[config.mk]
export PLATFORM = sky130hd
export DESIGN_NAME = fletcher_checksum_configurable
export DESIGN_NICKNAME = d
export VERILOG_FILES = /design/src/fcc_pkg.sv /design/src/fcc_datapath.sv /design/src/fcc_ctrl.sv /design/src/fletcher_checksum_configurable.sv
export SDC_FILE = /design/constraint.sdc
export NUM_CORES = 1
export LEC_CHECK = 0
export BUFFER_PORTS_ARGS = -buffer_cell sky130_fd_sc_hd__clkbuf_2
export CELL_PAD_IN_SITES_DETAIL_PLACEMENT = 1
export CELL_PAD_IN_SITES_GLOBAL_PLACEMENT = 1
export CORE_MARGIN = 4
export CORE_UTILIZATION = 29
export DETAILED_ROUTE_END_ITERATION = 7
export PLACE_DENSITY_LB_ADDON = 0.1
export SYNTH_ARGS = -nofsm -noshare
export SYNTH_HDL_FRONTEND = slang
export SYNTH_SLANG_ARGS = --single-unit
[constraint.sdc]
create_clock -name aclk -period 5.05 [get_ports aclk]
set_input_delay 0.505 -clock aclk [delete_from_list [all_inputs] [get_ports aclk]]
set_output_delay 0.505 -clock aclk [all_outputs]
set_load 0.005 [all_outputs]
[src/fcc_pkg.sv]
// Shared types and constants of the configurable Fletcher checksum block.
package fcc_pkg;

    localparam int SUM_W      = 16;
    localparam int BYTE_W     = 8;
    localparam int DIGEST_W   = 32;
    localparam int DIV_W      = SUM_W + 1;
    localparam int STEP_CNT_W = $clog2(DIV_W);
    localparam int CFG_IDX_W  = 2;

    localparam logic [STEP_CNT_W-1:0] LAST_STEP = STEP_CNT_W'(DIV_W - 1);

    localparam logic [CFG_IDX_W-1:0] REG_MODULUS    = 2'd0;
    localparam logic [CFG_IDX_W-1:0] REG_INIT_SUM_A = 2'd1;
    localparam logic [CFG_IDX_W-1:0] REG_INIT_SUM_B = 2'd2;

    localparam logic [SUM_W-1:0] MODULUS_RESET    = 16'hFFFF;
    localparam logic [SUM_W-1:0] INIT_SUM_A_RESET = 16'h0000;
    localparam logic [SUM_W-1:0] INIT_SUM_B_RESET = 16'h0000;

    localparam logic FUNC_ABSORB  = 1'b0;
    localparam logic FUNC_RESTART = 1'b1;

    // Commands from the controller to the datapath.
    typedef struct packed {
        logic restart;
        logic load_a;
        logic step;
        logic commit_a;
        logic load_b;
        logic commit_b;
        logic send;
    } fcc_cmd_t;

    // Status from the datapath to the controller.
    typedef struct packed {
        logic out_free;
    } fcc_status_t;

endpackage

[src/fcc_datapath.sv]
// Datapath: configuration registers, running sums, restoring reducer and output register.
module fcc_datapath
    import fcc_pkg::*;
#(
    parameter int PART_WIDTH = 16
) (
    input  logic                 aclk,
    input  logic                 aresetn,
    input  logic                 cfg_wr_en,
    input  logic [CFG_IDX_W-1:0] cfg_index,
    input  logic [SUM_W-1:0]     cfg_wdata,
    input  logic [BYTE_W-1:0]    data_byte,
    input  fcc_cmd_t             cmd,
    output fcc_status_t          status,
    output logic                 m_tvalid,
    input  logic                 m_tready,
    output logic [DIGEST_W-1:0]  m_tdata
);

    localparam int WIDE_W = DIGEST_W + PART_WIDTH + SUM_W;

    logic [SUM_W-1:0]    modulus_reg, modulus_next;
    logic [SUM_W-1:0]    init_a_reg, init_a_next;
    logic [SUM_W-1:0]    init_b_reg, init_b_next;
    logic [SUM_W-1:0]    sum_a_reg, sum_a_next;
    logic [SUM_W-1:0]    sum_b_reg, sum_b_next;
    logic [DIV_W-1:0]    div_reg, div_next;
    logic [SUM_W-1:0]    rem_reg, rem_next;
    logic                out_valid_reg, out_valid_next;
    logic [DIGEST_W-1:0] out_data_reg, out_data_next;

    logic [DIV_W-1:0]    r_shift;
    logic [DIV_W-1:0]    r_diff;
    logic                r_ge;
    logic [SUM_W-1:0]    rem_step;
    logic [DIV_W-1:0]    div_rot;
    logic [SUM_W-1:0]    reduced;
    logic [WIDE_W-1:0]   digest_wide;

    // One restoring step: bring in the next dividend bit and subtract if it fits.
    // The dividend rotates, so after all steps it is back in place for the
    // zero-modulus bypass.
    assign r_shift  = {rem_reg, div_reg[DIV_W-1]};
    assign r_ge     = (r_shift >= {1'b0, modulus_reg});
    assign r_diff   = r_shift - {1'b0, modulus_reg};
    assign rem_step = r_ge ? r_diff[SUM_W-1:0] : r_shift[SUM_W-1:0];
    assign div_rot  = {div_reg[DIV_W-2:0], div_reg[DIV_W-1]};
    assign reduced  = (modulus_reg == '0) ? div_rot[SUM_W-1:0] : rem_step;

    assign digest_wide = ({{(WIDE_W-SUM_W){1'b0}}, sum_b_reg} << PART_WIDTH)
                       + {{(WIDE_W-SUM_W){1'b0}}, sum_a_reg};

    always_comb begin
        modulus_next   = modulus_reg;
        init_a_next    = init_a_reg;
        init_b_next    = init_b_reg;
        sum_a_next     = sum_a_reg;
        sum_b_next     = sum_b_reg;
        div_next       = div_reg;
        rem_next       = rem_reg;
        out_valid_next = out_valid_reg;
        out_data_next  = out_data_reg;

        if (cfg_wr_en) begin
            case (cfg_index)
                REG_MODULUS:    modulus_next = cfg_wdata;
                REG_INIT_SUM_A: init_a_next  = cfg_wdata;
                REG_INIT_SUM_B: init_b_next  = cfg_wdata;
                default: ;
            endcase
        end

        if (cmd.restart) begin
            sum_a_next = init_a_reg;
            sum_b_next = init_b_reg;
        end
        if (cmd.load_a) begin
            div_next = {1'b0, sum_a_reg} + {{(DIV_W-BYTE_W){1'b0}}, data_byte};
            rem_next = '0;
        end
        if (cmd.load_b) begin
            div_next = {1'b0, sum_a_reg} + {1'b0, sum_b_reg};
            rem_next = '0;
        end
        if (cmd.step) begin
            div_next = div_rot;
            rem_next = rem_step;
        end
        if (cmd.commit_a) begin
            sum_a_next = reduced;
        end
        if (cmd.commit_b) begin
            sum_b_next = reduced;
        end

        if (cmd.send) begin
            out_valid_next = 1'b1;
            out_data_next  = digest_wide[DIGEST_W-1:0];
        end else if (m_tready) begin
            out_valid_next = 1'b0;
        end
    end

    always_ff @(posedge aclk) begin
        if (!aresetn) begin
            modulus_reg   <= MODULUS_RESET;
            init_a_reg    <= INIT_SUM_A_RESET;
            init_b_reg    <= INIT_SUM_B_RESET;
            sum_a_reg     <= INIT_SUM_A_RESET;
            sum_b_reg     <= INIT_SUM_B_RESET;
            out_valid_reg <= 1'b0;
        end else begin
            modulus_reg   <= modulus_next;
            init_a_reg    <= init_a_next;
            init_b_reg    <= init_b_next;
            sum_a_reg     <= sum_a_next;
            sum_b_reg     <= sum_b_next;
            out_valid_reg <= out_valid_next;
        end
    end

    always_ff @(posedge aclk) begin
        div_reg      <= div_next;
        rem_reg      <= rem_next;
        out_data_reg <= out_data_next;
    end

    assign status.out_free = !out_valid_reg || m_tready;
    assign m_tvalid        = out_valid_reg;
    assign m_tdata         = out_data_reg;

    // A committed sum is a true remainder whenever the modulus is nonzero.
    a_sum_a_reduced: assert property (@(posedge aclk) disable iff (!aresetn)
        (cmd.commit_a && modulus_reg != '0) |=> (sum_a_reg < modulus_reg))
        else $error("sum A not reduced below modulus");

    a_sum_b_reduced: assert property (@(posedge aclk) disable iff (!aresetn)
        (cmd.commit_b && modulus_reg != '0) |=> (sum_b_reg < modulus_reg))
        else $error("sum B not reduced below modulus");

    // The partial remainder never reaches the modulus between steps.
    a_rem_bound: assert property (@(posedge aclk) disable iff (!aresetn)
        (cmd.step && modulus_reg != '0) |=> (rem_reg < modulus_reg))
        else $error("partial remainder out of range");

endmodule

[src/fcc_ctrl.sv]
// Controller: sequences acceptance, the two reductions and the digest hand-off.
module fcc_ctrl
    import fcc_pkg::*;
(
    input  logic        aclk,
    input  logic        aresetn,
    input  logic        s_tvalid,
    output logic        s_tready,
    input  logic        s_tuser,
    input  logic        s_tlast,
    input  fcc_status_t status,
    output fcc_cmd_t    cmd
);

    typedef enum logic [4:0] {
        ST_IDLE   = 5'b00001,
        ST_RED_A  = 5'b00010,
        ST_LOAD_B = 5'b00100,
        ST_RED_B  = 5'b01000,
        ST_SEND   = 5'b10000
    } state_t;

    state_t                state_reg, state_next;
    logic [STEP_CNT_W-1:0] count_reg, count_next;
    logic                  eob_reg, eob_next;
    logic                  last_step;

    assign s_tready  = (state_reg == ST_IDLE);
    assign last_step = (count_reg == LAST_STEP);

    always_comb begin
        state_next = state_reg;
        count_next = count_reg;
        eob_next   = eob_reg;
        cmd        = '0;

        case (state_reg)
            ST_IDLE: begin
                count_next = '0;
                if (s_tvalid) begin
                    if (s_tuser == FUNC_RESTART) begin
                        cmd.restart = 1'b1;
                        state_next  = ST_SEND;
                    end else begin
                        cmd.load_a = 1'b1;
                        eob_next   = s_tlast;
                        state_next = ST_RED_A;
                    end
                end
            end
            ST_RED_A: begin
                cmd.step = 1'b1;
                if (last_step) begin
                    cmd.commit_a = 1'b1;
                    count_next   = '0;
                    state_next   = ST_LOAD_B;
                end else begin
                    count_next = count_reg + 1'b1;
                end
            end
            ST_LOAD_B: begin
                cmd.load_b = 1'b1;
                state_next = ST_RED_B;
            end
            ST_RED_B: begin
                cmd.step = 1'b1;
                if (last_step) begin
                    cmd.commit_b = 1'b1;
                    count_next   = '0;
                    state_next   = eob_reg ? ST_SEND : ST_IDLE;
                end else begin
                    count_next = count_reg + 1'b1;
                end
            end
            ST_SEND: begin
                if (status.out_free) begin
                    cmd.send   = 1'b1;
                    state_next = ST_IDLE;
                end
            end
            default: begin
                state_next = ST_IDLE;
            end
        endcase
    end

    always_ff @(posedge aclk) begin
        if (!aresetn) begin
            state_reg <= ST_IDLE;
            count_reg <= '0;
            eob_reg   <= 1'b0;
        end else begin
            state_reg <= state_next;
            count_reg <= count_next;
            eob_reg   <= eob_next;
        end
    end

    a_count_bound: assert property (@(posedge aclk) disable iff (!aresetn)
        count_reg <= LAST_STEP)
        else $error("step counter overran");

    a_send_when_free: assert property (@(posedge aclk) disable iff (!aresetn)
        cmd.send |-> status.out_free)
        else $error("digest sent into a full output register");

    a_a_then_b: assert property (@(posedge aclk) disable iff (!aresetn)
        cmd.commit_a |=> (state_reg == ST_LOAD_B))
        else $error("sum B reduction did not follow sum A");

endmodule

[src/fletcher_checksum_configurable.sv]
// Top level of the configurable Fletcher checksum block.
//
// The block keeps two running sums over a byte stream. An input request
// carries the data byte in s_tdata, the function in s_tuser (0 absorbs the
// byte, 1 restarts both sums from the init registers) and the end-of-block
// mark in s_tlast. Each absorbed byte updates A = (A + byte) mod modulus and
// then B = (A + B) mod modulus. A restart request, or an absorbed byte with
// s_tlast set, produces one output request whose m_tdata holds the digest
// (B shifted up by PART_WIDTH, plus A, kept to 32 bits).
// Both remainders are formed by one restoring reducer, one bit per cycle over
// a 17-bit dividend, and the second depends on the first. An absorbed byte
// therefore occupies the block through both reductions and, when it ends a
// block, the send state; a restart goes straight to the send state. The block
// takes one request at a time. The digest waits in an output register, so
// a stalled receiver does not stop the block from accepting and absorbing
// further bytes; only a new digest waits until the previous one has been taken.
// Reset returns the modulus to 65535 and both init values and sums to zero. The
// user must keep register writes (cfg_wr_en, cfg_index, cfg_wdata) to an idle
// block, not enforced by the block itself; index 0 is the modulus, 1 init A, 2 init B.
module fletcher_checksum_configurable
    import fcc_pkg::*;
#(
    parameter int PART_WIDTH = 16
) (
    input  logic                 aclk,
    input  logic                 aresetn,
    // Configuration write port.
    input  logic                 cfg_wr_en,
    input  logic [CFG_IDX_W-1:0] cfg_index,
    input  logic [SUM_W-1:0]     cfg_wdata,
    // Input request channel.
    input  logic                 s_tvalid,
    output logic                 s_tready,
    input  logic [BYTE_W-1:0]    s_tdata,   // [7:0] data_byte
    input  logic                 s_tuser,   // [0] func
    input  logic                 s_tlast,
    // Digest channel.
    output logic                 m_tvalid,
    input  logic                 m_tready,
    output logic [DIGEST_W-1:0]  m_tdata    // [31:0] digest
);

    fcc_cmd_t    cmd;
    fcc_status_t status;

    // The controller decides on every cycle which datapath operation runs.
    fcc_ctrl u_ctrl (
        .aclk     (aclk),
        .aresetn  (aresetn),
        .s_tvalid (s_tvalid),
        .s_tready (s_tready),
        .s_tuser  (s_tuser),
        .s_tlast  (s_tlast),
        .status   (status),
        .cmd      (cmd)
    );

    // The datapath holds the registers, the sums, the reducer and the output stage.
    fcc_datapath #(
        .PART_WIDTH (PART_WIDTH)
    ) u_datapath (
        .aclk      (aclk),
        .aresetn   (aresetn),
        .cfg_wr_en (cfg_wr_en),
        .cfg_index (cfg_index),
        .cfg_wdata (cfg_wdata),
        .data_byte (s_tdata),
        .cmd       (cmd),
        .status    (status),
        .m_tvalid  (m_tvalid),
        .m_tready  (m_tready),
        .m_tdata   (m_tdata)
    );

endmodule
Yosys cells after proc, flatten, opt, wreduce, memory -nomap -nowiden
Index checks and enable logic that the tools add are counted.
{ "totals": {"reg_bits": 157, "in_bits": 33, "out_inout_bits": 34, "wordCells": 80} }
{ "classes": {"add_sub_neg": 5, "n_lt_le_gt_ge": 1, "n_eq_ne": 12, "muxes": 34, "n_bitwise": 1, "reduce_logical": 15} }
{ "ops": {"columns": ["cell", "n"], "rows": [
  ["$mux W16", 9],
  ["$mux W17", 3],
  ["$mux W5", 7],
  ["$add A32 B16 Y32", 1],
  ["$pmux W5 S5", 1],
  ["$add A16 B16 Y17", 1],
  ["$add A16 B8 Y17", 1],
  ["$ge A17 B16 Y1", 1],
  ["$logic_not A16 Y1", 1],
  ["$sub A16 B16 Y16", 1],
  ["$mux W1", 11],
  ["$eq A5 B5 Y1 const B", 2],
  ["$pmux W5 S2", 1],
  ["$reduce_bool A2 Y1", 4],
  ["$reduce_and A2 Y1", 3],
  ["$add A5 B1 Y5 const B", 1],
  ["$eq A5 B1 Y1 const B", 1],
  ["$eq A5 B2 Y1 const B", 1],
  ["$eq A5 B3 Y1 const B", 1],
  ["$eq A5 B4 Y1 const B", 1],
  ["$mux W2", 2],
  ["$ne A2 B1 Y1 const B", 2],
  ["$ne A2 B2 Y1 const B", 2],
  ["$reduce_and A4 Y1", 1],
  ["9 further kinds", 9]
]} }

Logic depth before layout (Yosys ltp)
Gate-level depths: netlist of the first run.
{ "depth": {"word_depth": 6, "depth_mapped": 17, "ltp_nobuf": 14} }

Cells and area by module
Synthesis of the first run repeated with hierarchy kept, for this count alone.
{ "unflattened": {"cells_unflattened": 848, "hier_area_um2": 8146.6} }
{ "modules_own_cells": {"columns": ["module", "instances", "cells_per_inst", "area_per_inst_um2", "seq_area_each_um2"], "rows": [
  ["fcc_datapath", 1, 769, 7487.2, 3573.4],
  ["fcc_ctrl", 1, 79, 659.4, 220.2]
]} }

Worst setup path after synthesis of the first run
OpenSTA, ideal clock, no wires.
{ "synth_path": {"kind": "flip-flop to flip-flop", "startpoint": "reg u_ctrl.state_reg[3]", "endpoint": "reg u_datapath.div_reg[16] (data pin)", "setup_time_ns": 0.259, "t_arrival_ns": 3.395, "required_ns": 4.791, "path_slack_ns": 1.396, "stages_incl_launch_ff": 18, "n_path_buf": 3, "synth_period_minus_slack_ns": 3.654, "path_cell_list": "dfxtp_1 clkbuf_1 nor3_1 and3b_1 clkbuf_1 clkbuf_1 nand2_1 nand2_1 ha_1 fa_1 a21o_1 a211oi_1 nor2_1 o41ai_2 o2111ai_1 a31oi_1 o21ai_0 nor3b_1"} }
{ "synth_via": {"elab_chain_len": 4, "word_cells_on_any_way": 8, "classes_between": "eq/ne: 3; mux: 4; reduce/logical: 1"} }
{ "synth_lines": {"columns": ["element", "line", "source"], "rows": [
  ["from (decl)", "fcc_ctrl.sv:23", "state_t state_reg, state_next;"],
  ["from (signal assigned)", "fcc_ctrl.sv:93", "state_reg <= state_next;"],
  ["$eq A5 B3 Y1 (tied with other cells)", "fcc_ctrl.sv:37", "case (state_reg)"],
  ["$mux W1 / $reduce_or A2 Y1 (equally long branches)", null, null],
  ["$mux W17 / $mux W1 (equally long branches)", "fcc_datapath.sv:81, fcc_ctrl.sv:37", null],
  ["$mux W17 (*)", "fcc_datapath.sv:85", "if (cmd.step) begin"],
  ["named net u_datapath.div_next[16]", "fcc_datapath.sv:27", "logic [DIV_W-1:0] div_reg, div_next;"],
  ["to (signal assigned)", "fcc_datapath.sv:123", "div_reg <= div_next;"],
  ["to (decl)", "fcc_datapath.sv:27", null]
]} }
The timed path passes the listed nets; every way through them passes the cells marked *.
A chain may end at the register's enable or synchronous reset.

Worst setup path after layout of the first run
{ "layout_path": {"startpoint": "reg u_ctrl.state_reg[4]", "endpoint": "reg u_datapath.div_reg[13] (data pin)"} }
The elaborated chain is that of the path after synthesis.

==> results.md, run 1 <==
- Fraction of registers with async set/reset: 0%
- CP Launch Type: flip-flop
- Row count: 60
- Clock root buffer: clkbuf_16
- Clock power share: 42.3%
- Post-synth EDFFs: 65
- Clk sinks: 157
- Drc violations: 0
- Skew-Pair Late Insertion Delay: 0.43 ns
- Setup_tns: 0 ns
- Syn Nets: 901
- R2R depth: 13
- Max-slew violations: 0
- # IOs: 67
- Worst Hold Class: in2reg
- Dominant cell type by area after synthesis: edfxtp_1
- Initial DRC count: 275
- Ranking of synthesized cells by area: edfxtp_1, dfxtp_1, nand2_1
- Post-synthesis register bit count: 157
- Post-synthesis cell type count: 65
- Post_cts resized: 0
- Via density: 5.20
- Sequential Power Share: 46.3%
- Cells on Worst Hold Path: 3
- Fin cells: 1236
- Via count: 6431
- WL met2: 13200 um
- Finished Core Util: 33.7%
- DP Area: 8520 um^2
- Die height: 174 um
- Most common cell in the netlist: nand2_1
- Setup CP Type: reg2reg
- Pleak: 3.59 nW
- Synth cell count leaders: nand2_1, dfxtp_1, a21oi_1
- CP Capture Type: flip-flop
- Main synth FF type: dfxtp_1
- CTS H-tree lvls: 4
- Worst Max-Slew Pin Slew: 0.991 ns
- Core area: 27000 um^2
- Clock Tree Buf Depth: 2
- Worst EP arrival: 4.28 ns
- Peak Freq: 0.242 GHz
- Vias in the first global route: 6917
- Switching power: 838 uW
- Max cap viols: 0
- Net Sw Frac: 27.5%
- Final Critical Period: 4.13 ns
- Detail Placement HPWL: 19300 um
- Avg Cell Area, Syn: 9.60 um^2
- Grt ovf: 0
- P_int: 2.21 mW
- Metal-1 WL: 11900 um
- RSZ-0062 raised after global routing: false
- CTS clk-pin slew, worst paths: 0.07 ns
- Routed len/inst: 21.1 um
- Largest register FFs: 32
- Final number of setup-violating endpoints: 0
- Initial antenna violation count: 0
- FILL cells: 3115
- Area share of the largest cell type after synthesis: 24.4%
- Netlist Area Pre-Place: 7990 um^2
- 1st-pass router iterations: 5
- Synth Instances: 832
- WL final: 26000 um
- Initial Util: 29.5%
- Hold Vio Cnt, Final: 0
- Chip width: 174 um
- Placed cell count: 1204
- Syn. warnings: 0
- Max layer used: met4
- Data required time at the worst endpoint: 5.21 ns
- Relative slew slack: 33.7%
- Outcome: finished clean
- Worst Skew: 0.0176 ns
- First-pass GRT wire length: 40500 um
- Hold_buf cts: 0
- Final Worst Setup Slack: 0.923 ns
- Maximum VDD drop: 0.166 mV
- Final instance area: 9100 um^2
- Final ANT Viol Nets: 0
- Final net count: 951
- Largest net degree at the start of global routing: 48
- Routed met3 length: 607 um
- Layout cell share with drive strength beyond 1: 14.7%
- CTS Buf Count: 17
- Comb power frac: 11.4%
- CTS tree: built
- Fin crit share: 81.7%
- Gr usage total: 17.3%
- Postcts setup bufs: 0
- N_diodes: 0
- Crit Path Max Fanout: 17
- Power Dens Cells: 335 nW/um^2
- Area growth syn-to-layout: 14.0%
- Seq/Total Area, Yosys: 47.5%
- Full die area: 30300 um^2
- Buffers added on ports: 66
- Dpl ws: 1.03 ns
- Gpl congestion: 0.841
-- kinds of logic after synthesis --
family	synth area share, %
flip-flops	47.5
AND/OR/NAND/NOR	16.1
multiplexers	2.30
buffers and inverters	5.30
XOR/XNOR	2.85
AO/OA/AOI/OAI	20.1
adder cells (fa/ha/maj)	5.83
-- stage by stage --
stage / hold WS [ns] / total power [mW]
floorplan: 0.423 / 1.67
global placement: 0.450 / 1.78
detailed placement: 0.451 / 1.79
CTS: 0.294 / 3.09
global route: 0.294 / 3.18
finish: 0.313 / 3.05
-- critical path, stage by stage (launching register included) --
cell      delay (ns)
dfxtp_1         0.42
nor3_1          0.32
and3b_1         0.63
nand2_1         0.12
nand2_1         0.14
ha_1            0.26
a211oi_1        0.36
o21ai_0         0.15
a31oi_1         0.36
o21ai_0         0.26
a41oi_1         0.35
nor2b_1         0.24
xor2_1          0.16
a21oi_1         0.08
-- power by group through the flow --
stage | Clock [mW] | Combinational (mW) | Sequential, mW
after detailed placement | 0 | 0.352 | 1.44
final | 1.29 | 0.348 | 1.41
after global routing | 1.38 | 0.388 | 1.41
after CTS | 1.32 | 0.353 | 1.41
after global placement | 0 | 0.347 | 1.44
after floorplan | 0 | 0.249 | 1.42
-- layout make-up --
type                       count  area, um^2  area share, %
multi-input combinational    601        3790           41.6
clock buffer                  18         450           4.95
inverter                      29         109           1.20
timing repair buffer          76         405           4.45
clock inverter                14         133           1.46
tap                          341         427           4.69
sequential                   157        3790           41.7
-- worst paths after layout --
check	end	slack (ns)	from
setup / recovery	u_datapath.div_reg[13]	0.92	u_ctrl.state_reg[4]
hold reg to reg	u_datapath.init_a_reg[10]	0.46	u_datapath.init_a_reg[10]
hold / removal	u_ctrl.eob_reg	0.31	s_tlast
setup reg to reg	u_datapath.div_reg[13]	0.92	u_ctrl.state_reg[4]
-- layer usage --
| metal | vias up | global-route usage (%) |
|---|---|---|
| met5 | - | 0 |
| met4 | 0 | 4.85 |
| met3 | 17 | 2.76 |
| met2 | 87 | 30.5 |
| met1 | 3219 | 21.9 |
| li1 | 3108 | - |
-- placed cells by master (no fill, tap or decap), types with 4 or more instances in the layout --
cell / n
or2_2: 5
dfxtp_1: 92
and2_1: 9
a22oi_1: 31
nand4_1: 4
a211oi_1: 6
xnor2_1: 12
a21o_1: 6
edfxtp_1: 65
clkbuf_16: 18
a21oi_1: 84
nand2b_1: 5
a31oi_1: 7
inv_6: 4
nor2b_1: 7
clkbuf_2: 66
a211o_1: 18
nor2_1: 73
o21ai_0: 22
nand3_1: 11
o21bai_1: 5
mux2i_1: 15
ha_1: 34
nor4_1: 6
xor2_1: 14
and3b_1: 5
nand2_1: 128
clkinv_4: 4
o211ai_1: 15
nand3b_1: 5
inv_1: 28
o21a_1: 4
o22ai_1: 7
nor3_1: 12
buf_4: 10
No activity file was read; power rests on OpenSTA's default activity.
==> run 2, diff against run 1 <==
--- a/config.mk
+++ b/config.mk
@@ -5,6 +5,7 @@
 export SDC_FILE = /design/constraint.sdc
 export NUM_CORES = 1
 export LEC_CHECK = 0
+export ABC_AREA = 1
 export BUFFER_PORTS_ARGS = -buffer_cell sky130_fd_sc_hd__clkbuf_2
 export CELL_PAD_IN_SITES_DETAIL_PLACEMENT = 1
 export CELL_PAD_IN_SITES_GLOBAL_PLACEMENT = 1
==> constraint.sdc (replaced) <==
create_clock -name aclk -period 3.8 [get_ports aclk]
set_input_delay 0.38 -clock aclk [delete_from_list [all_inputs] [get_ports aclk]]
set_output_delay 0.38 -clock aclk [all_outputs]
set_load 0.005 [all_outputs]
==> run 2 against run 1 <==
- global-route usage shrank 0.39 points
- critical path type unchanged
- sequential power grew 33%
- clock skew shrank 0.0051 ns
- register-to-register slack lost 0.42 ns
- utilization grew 0.47 points
- wire length grew 5.4%
- synthesized area grew 8.3%
- critical endpoint is now u_datapath.div_reg[10]
- cell count grew 22%
- clock power grew 43%
- combinational power grew 59%
- count of clock-buffer cells in the layout grew 1
==> results.md, run 2 <==
- Power Dens Cells: 430 nW/um^2
- Crit path from: u_ctrl.state_reg[0]
- Dominant cell type by area after synthesis: edfxtp_1
- CP Capture Type: flip-flop
- Largest register FFs: 32
- CTS tree: built
- Fin Hold WS: 0.217 ns
- Via density: 4.73
- Gpl congestion: 0.791
- Most common cell in the netlist: nand2_1
- WL final: 27400 um
- RSZ-0062 raised after global routing: false
- Postcts setup bufs: 0
- Placed cell count: 1474
- Final number of setup-violating endpoints: 0
- Die height: 181 um
- Clock root buffer: clkbuf_16
- Worst Skew: 0.0126 ns
- Maximum VDD drop: 0.272 mV
- CTS H-tree lvls: 4
- CP Launch Type: flip-flop
- Avg Cell Area, Syn: 8.20 um^2
- CTS clk-pin slew, worst paths: 0.07 ns
- Initial DRC count: 347
- Area growth syn-to-layout: 14.9%
- Final net count: 1178
- Worst Setup EP: u_datapath.div_reg[10]
- Clock Tree Buf Depth: 2
- Fin crit share: 86.8%
- Drc violations: 0
- Max layer used: met4
- Grt ovf: 0
- Data required time at the worst endpoint: 3.96 ns
- Initial antenna violation count: 0
- Most frequent cells in the layout: nand2_1, inv_1, a21oi_1
- Hold path startpoint: cfg_wdata[13]
- # IOs: 67
- Core area: 29100 um^2
- Final Worst Setup Slack: 0.500 ns
- Hold Vio Cnt, Final: 0
- Critical R2R Capture: u_datapath.div_reg[10]
- Most common library cell in the layout ignoring fill and taps: nand2_1
- WL met2: 12800 um
- Relative slew slack: 27.2%
- 1st-pass router iterations: 4
- Syn Nets: 1124
- Final ANT Viol Nets: 0
- Cells on Worst Hold Path: 3
- Synth cell count leaders: nand2_1, inv_1, a21oi_1
- Setup slack, reg-to-reg: 0.50 ns
- Worst Hold Class: in2reg
- Chip width: 181 um
- Max cap viols: 0
- Synth Instances: 1055
- Row count: 62
- Worst Max-Slew Pin Slew: 1.09 ns
- Routed len/inst: 18.2 um
- Post_cts resized: 0
- Max-slew violations: 0
- CTS Buf Count: 17
- Routed met3 length: 498 um
- Layout cell share with drive strength beyond 1: 19.1%
- N_diodes: 0
- Crit Path Max Fanout: 13
- Ranking of synthesized cells by area: edfxtp_1, dfxtp_1, nand2_1
- Post-synthesis cell type count: 49
- First-pass GRT wire length: 43400 um
- Setup CP Type: reg2reg
- Peak Freq: 0.303 GHz
- Initial Util: 29.7%
- Reg2reg start: u_ctrl.state_reg[0]
- Post-synthesis register bit count: 157
- Pleak: 4.03 nW
- Total power: 4.27 mW
- Metal-1 WL: 13500 um
- Detail Placement HPWL: 20100 um
- Vias in the first global route: 7447
- Clk sinks: 157
- Outcome: finished clean
- Fraction of registers with async set/reset: 0%
- Full die area: 32700 um^2
- Netlist Area Pre-Place: 8650 um^2
- Via count: 7116
- Dpl ws: 0.480 ns
- Setup_tns: 0 ns
- Syn. warnings: 0
- Post-synth EDFFs: 65
- Largest net degree at the start of global routing: 54
- Gr usage total: 16.9%
- Buffers added on ports: 66
- R2R depth: 18
- Hold_buf cts: 0
- Area share of the largest cell type after synthesis: 22.6%
- Final Critical Period: 3.30 ns
- Main synth FF type: dfxtp_1
- Skew-Pair Late Insertion Delay: 0.43 ns
- Worst EP arrival: 3.46 ns
- Seq/Total Area, Yosys: 43.9%
- Fin cells: 1506
[run 2: changes by cell type after synthesis, sizes merged, moves of 10 or more]
| cell | before | now |
|---|---|---|
| a22oi | 31 | 0 |
| nor2 | 73 | 47 |
| o22ai | 7 | 33 |
| o21ai | 24 | 70 |
| mux2i | 15 | 0 |
| inv | 29 | 200 |
| clkbuf | 39 | 22 |
| buf | 6 | 18 |
| nand3 | 11 | 95 |
| o211ai | 16 | 26 |
| nand2 | 128 | 182 |
| a211o | 19 | 0 |
| a21oi | 86 | 117 |
[run 2: metal layers]
metal	vias to the layer above	track usage [%]
met5	-	0
met4	0	5.11
met3	25	2.03
met2	87	28.3
met1	3396	22.9
li1	3608	-
[run 2: critical path: stages, from the launching register on]
cell and delay, ns:
dfxtp_1 0.32, inv_1 0.11, nand2_1 0.11, nor4_1 0.36
inv_2 0.21, nand2_1 0.09, o21ai_1 0.06, ha_1 0.21
fa_1 0.41, nand3_1 0.09, nand2_1 0.13, a21boi_0 0.29
o21ai_0 0.21, inv_1 0.09, nor2_1 0.05, nor2_1 0.08
nand2_1 0.05, nand3_1 0.07, o21ai_0 0.08
[run 2: how the worst min path moves through the flow]
stage                                            end  slack (ns)
final                     u_datapath.modulus_reg[13]        0.22
after global routing      u_datapath.modulus_reg[13]        0.22
after CTS                  u_datapath.modulus_reg[0]        0.20
after detailed placement      u_datapath.m_tdata[26]        0.42
after global placement        u_datapath.m_tdata[24]        0.42
after floorplan               u_datapath.m_tdata[16]        0.41
[run 2: power by group]
| group | internal, mW | leakage (nW) | switching [mW] | total [mW] |
|---|---|---|---|---|
| logic | 0.165 | 2.37 | 0.386 | 0.552 |
| registers | 1.83 | 1.36 | 0.0352 | 1.87 |
| clock network | 1.06 | 0.293 | 0.796 | 1.85 |
[run 2: kinds of logic (layout without fill, tap and decap cells)]
kind of cell	after synthesis	in the layout	synth area share, %
AO/OA/AOI/OAI	254	254	19.3
XOR/XNOR	14	14	1.42
adder cells (fa/ha/maj)	36	36	5.38
buffers and inverters	241	308	11.2
flip-flops	157	157	43.9
AND/OR/NAND/NOR	353	353	18.8
[run 2: metrics by stage]
step | utilization [%] | instance area, um^2
after detailed placement | 32.1 | 9330
after CTS | 34.2 | 9940
after floorplan | - | 8650
after global placement | 32.1 | 9330
after global routing | 34.2 | 9940
final | 34.2 | 9940
[run 2: cell type report]
cell class                 instances  area (um^2)
fill                            3507        19200
multi-input combinational        657         3900
sequential                       157         3790
inverter                         201          754
tap                              384          480
clock buffer                      19          433
timing repair buffer              75          398
clock inverter                    13          178
==> run 3, diff against run 2 <==
--- a/config.mk
+++ b/config.mk
@@ -10,9 +10,10 @@
 export CELL_PAD_IN_SITES_DETAIL_PLACEMENT = 1
 export CELL_PAD_IN_SITES_GLOBAL_PLACEMENT = 1
 export CORE_MARGIN = 4
-export CORE_UTILIZATION = 29
+export CORE_UTILIZATION = 46
 export DETAILED_ROUTE_END_ITERATION = 7
-export PLACE_DENSITY_LB_ADDON = 0.1
+export PLACE_DENSITY = 0.79
+export REMOVE_ABC_BUFFERS = 1
 export SYNTH_ARGS = -nofsm -noshare
 export SYNTH_HDL_FRONTEND = slang
 export SYNTH_SLANG_ARGS = --single-unit
==> run 3 against run 2 <==
- wire length shrank 6.0%
- combinational power barely moved
- sequential power barely moved
- sequential share of layout area grew 0.65 points
- via count increased by 5.3%
- flip-flop and latch count did not move
- highest routed layer unchanged
==> results.md, run 3 (same netlist as run 2, synthesis figures left out) <==
- Outcome: finished clean
- Core area: 18200 um^2
- CP most frequent cell: nand2_1
- Area growth syn-to-layout: 13.0%
- CP Launch Type: flip-flop
- Relative slew slack: 32.2%
- Via density: 5.54
- Max-slew violations: 0
- Chip width: 145 um
- Grt ovf: 0
- Final ANT Viol Nets: 0
- Reg2reg start: u_ctrl.state_reg[0]
- Routed len/inst: 19.1 um
- Cell family with most CP delay: simple AND/OR/NAND/NOR gates
- Largest net degree at the start of global routing: 55
- Buffers added on ports: 66
- Data required time at the worst endpoint: 3.96 ns
- Critical R2R Capture: u_datapath.div_reg[10]
- Gpl congestion: 0.897
- Max cap viols: 0
- Buf+Inv Stages, Crit Path: 3
- Comb power frac: 13.0%
- Stages on the worst setup path: 18
- Power Dens Cells: 433 nW/um^2
- Clk sinks: 157
- Most frequent cells in the layout: nand2_1, inv_1, a21oi_1
- Clock root buffer: clkbuf_16
- Drc violations: 0
- CP max stage delay: 0.41 ns
- Clock Tree Buf Depth: 2
- Clock power share: 42.7%
- CTS H-tree lvls: 4
- Initial DRC count: 471
- CTS tree: built
- Initial Util: 47.5%
- P_int: 3.11 mW
- CTS Buf Count: 17
- Row count: 49
- CTS clk-pin slew, worst paths: 0.07 ns
- Final Critical Period: 3.31 ns
- CP Capture Type: flip-flop
- Final net count: 1179
- Gr usage total: 24.4%
- Hold Vio Cnt, Final: 0
- R2R depth: 18
- Sequential Power Share: 44.2%
- WL final: 25800 um
- Most common library cell in the layout ignoring fill and taps: nand2_1
- Setup CP Type: reg2reg
- Worst EP arrival: 3.47 ns
- Pleak: 4.02 nW
- Skew-Pair Late Insertion Delay: 0.43 ns
- # IOs: 67
- Worst Max-Slew Pin Slew: 1.01 ns
- Finished Core Util: 53.7%
- Fin Hold WS: 0.198 ns
- Final number of setup-violating endpoints: 0
- Setup slack, reg-to-reg: 0.49 ns
- N_diodes: 0
- Detail Placement HPWL: 17800 um
- Net Sw Frac: 26.6%
- CP max stage cell: fa_1
- Full die area: 21100 um^2
- Crit Path Max Fanout: 13
- Vias in the first global route: 7798
- 1st-pass router iterations: 4
- Die height: 145 um
- First-pass GRT wire length: 41200 um
- Largest register FFs: 32
- Worst Hold Class: in2reg
- Fin crit share: 87.0%
- Via count: 7492
- Hold_buf cts: 0
- Layout cell share with drive strength beyond 1: 19.1%
- Crit path from: u_ctrl.state_reg[0]
- RSZ-0062 raised after global routing: false
- Initial antenna violation count: 0
- Switching power: 1.13 mW
- Cell Chain, Critical Path: inv_1 > nand2_1 > nor4_4 > inv_2 > nand2_1 > o21ai_1 > ha_1 > fa_1 > nand3_1 > nand2_1 > a21boi_0 > o21ai_0 > inv_1 > nor2_1 > nor2_1 > nand2_1 > nand3_1 > o21ai_0
- Peak Freq: 0.302 GHz
- Worst Skew: 0.0117 ns
- Setup_tns: 0 ns
- Maximum VDD drop: 0.293 mV
- Worst Setup EP: u_datapath.div_reg[10]
run 3: metrics by stage:
stage	power (mW)	setup slack, ns	cell area, um^2	instances
after floorplan	2.25	0.176	8430	1015
after global placement	2.44	0.594	9130	1319
after detailed placement	2.45	0.425	9130	1319
after CTS	4.24	0.302	9750	1351
after global routing	4.39	0.132	9770	1352
final	4.23	0.494	9770	1352
run 3: area by class of cell:
type / count / area [um^2]
clock inverter: 9 / 134
timing repair inverter: 1 / 7.51
tap: 229 / 287
multi-input combinational: 657 / 3910
timing repair buffer: 75 / 398
clock buffer: 23 / 488
inverter: 201 / 754
fill: 2219 / 8440
sequential: 157 / 3790
run 3: power groups by stage:
stage	Clock [mW]	Combinational [mW]	Sequential [mW]
6_report	1.81	0.552	1.87
5_1_grt	1.90	0.614	1.88
4_1_cts	1.82	0.552	1.87
3_5_place_dp	0	0.545	1.91
3_3_place_gp	0	0.532	1.90
2_1_floorplan	0	0.358	1.90
run 3: metal layers:
metal | vias up | routed length, um | track usage, %
met2 | 178 | 12400 | 41.6
met4 | 0 | 499 | 6.74
met5 | - | 0 | 0
met3 | 36 | 1250 | 4.74
li1 | 3621 | - | -
met1 | 3657 | 11600 | 31.9
run 3: worst min path at each step:
stage	start	end	slack (ns)	cells past startpoint
finish	cfg_wdata[1]	u_datapath.modulus_reg[1]	0.20	3
global route	cfg_wdata[1]	u_datapath.modulus_reg[1]	0.21	3
CTS	cfg_wdata[1]	u_datapath.modulus_reg[1]	0.19	3
detailed placement	u_datapath.sum_b_reg[1]	u_datapath.m_tdata[17]	0.42	0
global placement	u_datapath.sum_b_reg[13]	u_datapath.m_tdata[29]	0.41	0
floorplan	u_datapath.sum_b_reg[0]	u_datapath.m_tdata[16]	0.41	0
run 3: timing repair:
item / CTS / global route
setup endpoints to repair: 0 / 4
setup buffers: 0 / 0
resized for setup: 0 / 4
run 3: worst reg2reg max path, delay by kind of cell (launching register included):
family | cells | cell delay, ns
buffers and inverters | 3 | 0.41
AOI/OAI and AO/OA | 4 | 0.62
adders and majority gates | 2 | 0.62
DFF | 1 | 0.32
and+or+nand+nor | 9 | 1.07
